**config.mk**
```make
export PLATFORM = sky130hd
export DESIGN_NAME = encoder_turn_position_tracker
export DESIGN_NICKNAME = d
export VERILOG_FILES = /design/src/etpt_pkg.sv /design/src/etpt_div.sv /design/src/encoder_turn_position_tracker.sv
export SDC_FILE = /design/constraint.sdc
export NUM_CORES = 1
export LEC_CHECK = 0
export ABC_AREA = 1
export BUFFER_PORTS_ARGS = -buffer_cell sky130_fd_sc_hd__buf_2
export CORE_MARGIN = 10
export CORE_UTILIZATION = 38
export DETAILED_ROUTE_END_ITERATION = 16
export PLACE_DENSITY_LB_ADDON = 0.15
export SETUP_SLACK_MARGIN = 0.05
export SLEW_MARGIN = 20
export SYNTH_ARGS = -nofsm -noshare
export SYNTH_HDL_FRONTEND = slang
export SYNTH_HIERARCHICAL = 1
export SYNTH_SLANG_ARGS = --single-unit
```
**constraint.sdc**
```tcl
create_clock -name clock -period 24.5 [get_ports clock]
set_input_delay 1.225 -clock clock [delete_from_list [all_inputs] [get_ports clock]]
set_output_delay 1.225 -clock clock [all_outputs]
set_load 0.005 [all_outputs]
```
**src/etpt_pkg.sv**
```systemverilog
// ---------------------------------------------------------------------------
// Encoder turn position tracker package
// Shared widths, register indexes, input codes and divider status type.
// ---------------------------------------------------------------------------
package etpt_pkg;

   localparam int COUNTER_BITS_DEFAULT = 16;
   localparam int REQ_COUNT_W          = 16;
   localparam int TICKS_W              = 32;
   localparam int DIVISOR_W            = TICKS_W + 1;
   localparam int SEG_W                = 17;
   localparam int POSITION_W           = 32;
   localparam int CSR_INDEX_W          = 2;
   localparam int CSR_DATA_W           = 32;

   localparam logic [CSR_INDEX_W-1:0] CSR_TICKS_PER_TURN = CSR_INDEX_W'(0);
   localparam logic [CSR_INDEX_W-1:0] CSR_USE_INDEX      = CSR_INDEX_W'(1);

   localparam logic [TICKS_W-1:0] TICKS_RESET = TICKS_W'(1);

   typedef enum logic {
      ACT_READ  = 1'b0,
      ACT_INDEX = 1'b1
   } etpt_action_type;

   typedef struct packed {
      logic busy;
      logic done;
   } etpt_div_status_type;

endpackage

```
**src/etpt_div.sv**
```systemverilog
// ---------------------------------------------------------------------------
// Encoder turn position tracker segment divider
// Restoring divider, one quotient bit per cycle, for the segment length.
// ---------------------------------------------------------------------------
module etpt_div (
   input  logic                          clock,
   input  logic                          reset,
   input  logic                          start,
   input  logic [etpt_pkg::TICKS_W-1:0]   dividend,
   input  logic [etpt_pkg::DIVISOR_W-1:0] divisor,
   output etpt_pkg::etpt_div_status_type status,
   output logic [etpt_pkg::TICKS_W-1:0]   quotient
);
   import etpt_pkg::*;

   localparam int STEPS  = TICKS_W;
   localparam int STEP_W = $clog2(STEPS);

   logic                 busy_ff, busy_in;
   logic                 done_ff, done_in;
   logic [STEP_W-1:0]    step_ff, step_in;
   logic [TICKS_W-1:0]   quo_ff, quo_in;
   logic [DIVISOR_W-1:0] rem_ff, rem_in;
   logic [DIVISOR_W-1:0] dsr_ff, dsr_in;
   logic [DIVISOR_W:0]   shifted;
   logic                 fits;

   always_comb begin
      busy_in = busy_ff;
      done_in = 1'b0;
      step_in = step_ff;
      quo_in  = quo_ff;
      rem_in  = rem_ff;
      dsr_in  = dsr_ff;
      shifted = {rem_ff, quo_ff[TICKS_W-1]};
      fits    = shifted >= {1'b0, dsr_ff};
      if (start) begin
         busy_in = 1'b1;
         step_in = '0;
         quo_in  = dividend;
         rem_in  = '0;
         dsr_in  = divisor;
      end else if (busy_ff) begin
         // Bring down the next dividend bit and keep the trial difference if it fits.
         rem_in  = fits ? DIVISOR_W'(shifted - {1'b0, dsr_ff}) : DIVISOR_W'(shifted);
         quo_in  = {quo_ff[TICKS_W-2:0], fits};
         step_in = step_ff + STEP_W'(1);
         if (step_ff == STEP_W'(STEPS - 1)) begin
            busy_in = 1'b0;
            done_in = 1'b1;
         end
      end
   end

   always_ff @(posedge clock) begin
      if (reset) begin
         busy_ff <= 1'b0;
         done_ff <= 1'b0;
         step_ff <= '0;
      end else begin
         busy_ff <= busy_in;
         done_ff <= done_in;
         step_ff <= step_in;
      end
      quo_ff <= quo_in;
      rem_ff <= rem_in;
      dsr_ff <= dsr_in;
   end

   assign status.busy = busy_ff;
   assign status.done = done_ff;
   assign quotient    = quo_ff;

endmodule

```
**src/encoder_turn_position_tracker.sv**
```systemverilog
// ---------------------------------------------------------------------------
// Encoder turn position tracker
// Extends a wrapping encoder counter into a position within one turn.
// ---------------------------------------------------------------------------
// A read passes through the input register and then the result register.
// Throughput: one request per cycle while results are taken and the divider is idle. While
// a result waits for rsp_ready, one more request is taken into the input register; a read
// then waits there and req_ready stays low. A write of ticks_per_turn runs the segment
// divider, during which req_ready is low. Reset is synchronous and active high: use_index 0,
// segment length and count 1 (a turn of one tick), wrap count and previous sample 0.
module encoder_turn_position_tracker #(
   parameter int COUNTER_BITS = etpt_pkg::COUNTER_BITS_DEFAULT
) (
   input  logic                            clock,
   input  logic                            reset,
   input  logic                            req_valid,
   output logic                            req_ready,
   input  logic                            req_action,
   input  logic [etpt_pkg::REQ_COUNT_W-1:0] req_counter_value,
   output logic                            rsp_valid,
   input  logic                            rsp_ready,
   output logic [etpt_pkg::POSITION_W-1:0]  rsp_position,
   input  logic                            csr_write,
   input  logic [etpt_pkg::CSR_INDEX_W-1:0] csr_index,
   input  logic [etpt_pkg::CSR_DATA_W-1:0]  csr_wdata
);
   import etpt_pkg::*;

   // Only the low bits of the sample that the hardware counter really has are used.
   localparam int CW = (COUNTER_BITS < REQ_COUNT_W) ? COUNTER_BITS : REQ_COUNT_W;

   // Configuration and tracking state.
   logic               use_index_ff, use_index_in;
   logic               index_seen_ff, index_seen_in;
   logic [SEG_W-1:0]   seg_len_ff, seg_len_in;
   logic [SEG_W-1:0]   seg_cnt_ff, seg_cnt_in;
   logic [CW-1:0]      prev_ff, prev_in;
   logic [SEG_W-1:0]   wrap_ff, wrap_in;

   // Input register and result register.
   logic               in_valid_ff, in_valid_in;
   logic               in_action_ff;
   logic [CW-1:0]      in_count_ff;
   logic               rsp_valid_ff, rsp_valid_in;
   logic [POSITION_W-1:0] rsp_position_ff, rsp_position_in;

   // Divider interface and datapath signals.
   etpt_div_status_type div_status;
   logic [TICKS_W-1:0]   div_quotient;
   logic                 div_start;
   logic [TICKS_W-1:0]   ticks_eff;
   logic [DIVISOR_W-1:0] seg_cnt_full;
   logic                 use_index_new;
   logic                 advance;
   logic                 is_read;
   logic [CW:0]          diff;
   logic [CW:0]          mag;
   logic                 jump;
   logic [SEG_W:0]       wrap_inc;
   logic [SEG_W-1:0]     wrap_fwd;
   logic [SEG_W-1:0]     wrap_bwd;
   logic [SEG_W-1:0]     wrap_next;
   logic [2*SEG_W-1:0]   product;

   // The segment count comes straight from the written value; the segment
   // length, a true division, is produced by the iterative divider.
   assign ticks_eff    = (csr_wdata == '0) ? TICKS_W'(1) : csr_wdata;
   assign seg_cnt_full = ({1'b0, ticks_eff} >> COUNTER_BITS) + DIVISOR_W'(1);
   assign div_start    = csr_write && (csr_index == CSR_TICKS_PER_TURN);

   etpt_div u_div (
      .clock    (clock),
      .reset    (reset),
      .start    (div_start),
      .dividend (ticks_eff),
      .divisor  (seg_cnt_full),
      .status   (div_status),
      .quotient (div_quotient)
   );

   // An index mark leaves without a result, so it never waits on the output.
   // Nothing leaves the input register while the segment length is recomputed.
   assign is_read   = (in_action_ff == ACT_READ);
   assign advance   = in_valid_ff && !div_status.busy
                      && (!is_read || !rsp_valid_ff || rsp_ready);
   assign req_ready = !div_status.busy && (!in_valid_ff || advance);

   // Wrap detection: a jump of more than half a segment is a wrap; a backward
   // jump of the counter means it rolled over forward.
   assign diff     = {1'b0, in_count_ff} - {1'b0, prev_ff};
   assign mag      = diff[CW] ? (CW+1)'(-diff) : diff;
   assign jump     = DIVISOR_W'(mag) > DIVISOR_W'(seg_len_ff[SEG_W-1:1]);
   assign wrap_inc = {1'b0, wrap_ff} + (SEG_W+1)'(1);
   assign wrap_fwd = (wrap_inc >= {1'b0, seg_cnt_ff})
                     ? SEG_W'(wrap_inc - {1'b0, seg_cnt_ff}) : SEG_W'(wrap_inc);
   assign wrap_bwd = (wrap_ff == '0) ? SEG_W'(seg_cnt_ff - SEG_W'(1))
                                     : SEG_W'(wrap_ff - SEG_W'(1));

   always_comb begin
      priority if (!jump) begin
         wrap_next = wrap_ff;
      end else if (diff[CW]) begin
         wrap_next = wrap_fwd;
      end else begin
         wrap_next = wrap_bwd;
      end
   end

   assign product = wrap_next * seg_len_ff;

   always_comb begin
      use_index_in    = use_index_ff;
      index_seen_in   = index_seen_ff;
      seg_len_in      = seg_len_ff;
      seg_cnt_in      = seg_cnt_ff;
      prev_in         = prev_ff;
      wrap_in         = wrap_ff;
      rsp_position_in = rsp_position_ff;
      in_valid_in     = in_valid_ff;
      rsp_valid_in    = rsp_valid_ff;
      use_index_new   = (csr_index == CSR_USE_INDEX) ? csr_wdata[0] : use_index_ff;

      if (rsp_ready) begin
         rsp_valid_in = 1'b0;
      end

      if (advance) begin
         if (!is_read) begin
            index_seen_in = 1'b1;
         end else begin
            rsp_valid_in = 1'b1;
            if (!index_seen_ff) begin
               // Before the index mark the position is not known yet.
               rsp_position_in = '0;
            end else begin
               wrap_in         = wrap_next;
               prev_in         = in_count_ff;
               rsp_position_in = POSITION_W'(in_count_ff) + product[POSITION_W-1:0];
            end
         end
      end

      if (req_valid && req_ready) begin
         in_valid_in = 1'b1;
      end else if (advance) begin
         in_valid_in = 1'b0;
      end

      // The user must write configuration only while the block is idle; the block does not enforce it.
      if (csr_write) begin
         unique case (csr_index)
            CSR_TICKS_PER_TURN: begin
               seg_cnt_in    = (seg_cnt_full[SEG_W-1:0] == '0) ? SEG_W'(1)
                                                               : seg_cnt_full[SEG_W-1:0];
               index_seen_in = !use_index_ff;
            end
            CSR_USE_INDEX: begin
               use_index_in  = use_index_new;
               index_seen_in = !use_index_new;
            end
            default: begin
            end
         endcase
      end

      if (div_status.done) begin
         seg_len_in = div_quotient[SEG_W-1:0];
      end
   end

   always_ff @(posedge clock) begin
      if (reset) begin
         use_index_ff  <= 1'b0;
         index_seen_ff <= 1'b1;
         seg_len_ff    <= SEG_W'(1);
         seg_cnt_ff    <= SEG_W'(1);
         prev_ff       <= '0;
         wrap_ff       <= '0;
         in_valid_ff   <= 1'b0;
         rsp_valid_ff  <= 1'b0;
      end else begin
         use_index_ff  <= use_index_in;
         index_seen_ff <= index_seen_in;
         seg_len_ff    <= seg_len_in;
         seg_cnt_ff    <= seg_cnt_in;
         prev_ff       <= prev_in;
         wrap_ff       <= wrap_in;
         in_valid_ff   <= in_valid_in;
         rsp_valid_ff  <= rsp_valid_in;
      end
      rsp_position_ff <= rsp_position_in;
      if (req_valid && req_ready) begin
         in_action_ff <= req_action;
         in_count_ff  <= req_counter_value[CW-1:0];
      end
   end

   assign rsp_valid    = rsp_valid_ff;
   assign rsp_position = rsp_position_ff;

endmodule

```
==> out/results.txt <==
Final Hold Viols -> 0
Via Count -> 20938
Slew headroom -> 28.1%
reg2reg setup slack -> 13.53 ns
Pwr Total -> 0.00202 W
CTS Buf Count -> 30
post-synth top area share -> 19.1%
R2R cell count -> 56
GRT Total Usage -> 19.7%
Final period util -> 44.8%
Slew @ Worst Pin -> 1.08 ns
DP Area -> 26400 um2
crit end category -> flop
Clock Latency Late Sink -> 0.63 ns
slowest cell on the critical path -> nor2_4
post-synthesis compound-gate area fraction -> 7.99%
top post-synthesis cells by area -> fa_1 (19%), edfxtp_1 (13%), nand2_1 (12%), inv_1 (9.8%), ha_1 (9.3%)
Fin Setup TNS -> 0 ns
Leak -> 13.9 nW
number of global-route vias before repair -> 21151
first-pass GRT wire length -> 121 mm
Pre-antenna DRT Iters -> 8
DR vias/cell -> 4.87
Hold WS -> 0.456 ns
Reg clk slew, reported paths -> 0.06 ns
crit path capture -> rsp_position[30]$_SDFFCE_PN0P_
initial antenna violation count -> 1
Routed WL -> 76.5 mm
synth warn -> 6
final net count -> 3898
Tightest Hold Check Type -> reg -> reg
CTS tree -> built
total power per unit cell area -> 73.5 nW/um2
status -> finished clean
CP Launch Type -> flop
number of H-tree levels -> 1
DIE HEIGHT -> 279 um
HPWL after DPL -> 61.4 mm
simple-gate area share of the yosys netlist -> 25.6%
Adder-Cell Fraction of Synth Area -> 28.3%
largest family of logic cells by synthesized area -> adder cells
top_reg_cell synth -> edfxtp_1
GRT Residual Overflow -> 0
Placer Congestion -> 0.960
Worst path most repeated cell -> nand2_1
Peak Freq -> 0.0911 GHz
leading area contributor after synthesis -> fa_1
RR Endpoint -> rsp_position[30]$_SDFFCE_PN0P_
clock skew -> 0.0594 ns
initial cell density of the core -> 38.5%
residual DRC count -> 0
Setup CP Type -> reg -> reg
Async SR Flop Fraction -> 0%
Final Util -> 41.6%
Mapped Area -> 25400 um2
die span in x -> 279 um
Yosys cell types -> 60
Peak VDD IR -> 0.0580 mV
CP peak stage delay -> 0.71 ns
Sink Count -> 225
xor and xnor fraction of the mapped netlist area -> 3.03%
CP max FO -> 36
Crit path required time -> 24.88 ns
Post-Layout Inst Area -> 27400 um2
Arrival @ worst endpoint -> 11.35 ns
Worst Setup SP -> in_count_ff[0]$_DFFE_PP_
mux share of post-synthesis cell area -> 0%
worst reg2reg startpoint -> in_count_ff[0]$_DFFE_PP_
RSZ-0062 raised after global routing -> false
Seq/Total Area, Yosys -> 22.2%
number of flops mapped to enable cells by yosys -> 114
Rows -> 94
Clock Tree Buf Depth -> 3
PostCTS Resize Cnt -> 0
DR iter-0 viols -> 1383
max_cap viols -> 0
IO Port Bufs -> 89
Core ar. -> 66000 um2
Final Critical Period -> 10.97 ns
cts-stage hold buffer count -> 0
Syn Area/Cell -> 7.50 um2
wire per inst -> 17.8 um
Ports -> 90
Post-Synthesis Cells -> 3389
share of cells above drive strength 1 -> 9.02%
root buffer cell -> clkbuf_16
largest net degree at the start of global routing -> 69
post-route ant nets -> 0
final setup violation count -> 0
Die Area -> 77600 um2
Slew Limit Fails -> 0
setup bufs post-CTS -> 0
Area Overhead vs Synth -> 8.03%
Yosys reg bits -> 225
## layer usage
layer / GRT usage [%] / vias to the layer above / part of all wire [%]
met5: 0 / - / 0
met4: 4.26 / 0 / 2.2
met3: 3.43 / 80 / 5.7
met2: 31.2 / 494 / 44
met1: 27.6 / 9871 / 48
li1: - / 10493 / -
## sequential cells by signal (all words and copies together) (netlist names), 5 cells and up
register	flops
u_div/rem_ff	33
prev_ff	16
u_div/dsr_ff	33
u_div/quotient	32
seg_len_ff	17
in_count_ff	16
u_div/step_ff	5
wrap_ff	17
rsp_position	32
seg_cnt_ff	17
## where the power goes
| part | internal (W) | switching (W) | total (W) |
|---|---|---|---|
| clock network | 0.000260 | 0.000187 | 0.000446 |
| registers | 0.000442 | 0.0000147 | 0.000456 |
| logic | 0.000344 | 0.000771 | 0.00111 |
## how the worst min path moves through the flow
stage / slack [ns] / depth (start not counted) / start / to
2_1_floorplan: 0.41 / 1 / u_div/step_ff[3]$_SDFFE_PP0P_ / u_div/step_ff[3]$_SDFFE_PP0P_
3_3_place_gp: 0.44 / 2 / u_div/rem_ff[32]$_SDFFE_PP0P_ / u_div/rem_ff[32]$_SDFFE_PP0P_
3_5_place_dp: 0.44 / 1 / u_div/step_ff[3]$_SDFFE_PP0P_ / u_div/step_ff[3]$_SDFFE_PP0P_
4_1_cts: 0.45 / 1 / u_div/step_ff[3]$_SDFFE_PP0P_ / u_div/step_ff[3]$_SDFFE_PP0P_
5_1_grt: 0.48 / 2 / u_div/rem_ff[32]$_SDFFE_PP0P_ / u_div/rem_ff[32]$_SDFFE_PP0P_
6_report: 0.46 / 2 / u_div/rem_ff[32]$_SDFFE_PP0P_ / u_div/rem_ff[32]$_SDFFE_PP0P_
## logic make-up (layout without fill, tap and decap cells)
family,Yosys count,count (layout)
and+or+nand+nor,1463,1463
buffers and inverters,814,846
adders and majority gates,430,430
AOI/OAI and AO/OA,369,369
DFF,225,225
xor gates and xnor gates,87,87
other,1,17
## placed cells by master, fill, tap and decap left out, types with 20 or more instances in the layout
| cell | n |
|---|---|
| nand2_1 | 830 |
| inv_1 | 662 |
| nor2_1 | 268 |
| fa_1 | 242 |
| ha_1 | 188 |
| a21oi_1 | 178 |
| nand3_1 | 142 |
| edfxtp_1 | 114 |
| dfxtp_1 | 111 |
| o21ai_0 | 102 |
| buf_2 | 89 |
| xor2_1 | 53 |
| nand2_2 | 51 |
| xnor2_1 | 33 |
| clkbuf_16 | 31 |
| o21ai_1 | 29 |
| nand4_1 | 28 |
| nor3_1 | 24 |
| nand3b_1 | 24 |
| inv_2 | 20 |
## worst max-delay path, delay by kind of cell, from the launching register on
family / cells / cell delay [ns]
adders and majority gates: 10 / 4.19
buffers and inverters: 9 / 0.94
and+or+nand+nor: 30 / 4.17
xor gates and xnor gates: 1 / 0.21
DFF: 1 / 0.41
AOI/OAI and AO/OA: 6 / 0.77
## per-stage QoR
stage	cells	setup WS, ns
after detailed placement	4244	13.59
after floorplan	3404	15.21
final	4301	13.53
after CTS	4300	13.55
after global placement	4244	13.74
after global routing	4300	12.61
## cell usage after synthesis, drive strengths merged (6+ instances only)
library cell / instances
a21o: 7
a21oi: 183
and2: 6
buf: 45
clkbuf: 78
clkinv: 7
dfxtp: 111
edfxtp: 114
fa: 242
ha: 188
inv: 684
nand2: 891
nand3: 163
nand3b: 24
nand4: 33
nor2: 291
nor3: 32
nor4: 13
o211ai: 13
o21a: 9
o21ai: 139
o21bai: 6
or2: 6
xnor2: 34
xor2: 53
## cell type report
type	instances	area, um2
clock buffers	40	830
clock inverters	16	169
repair buffers	99	520
flip-flops and latches	225	5650
diodes	1	2.50
multi-input cells	2365	16600
inverters	691	2600
fillers	6919	38500
well taps	864	1080
Power figures use the tool's default switching activity.
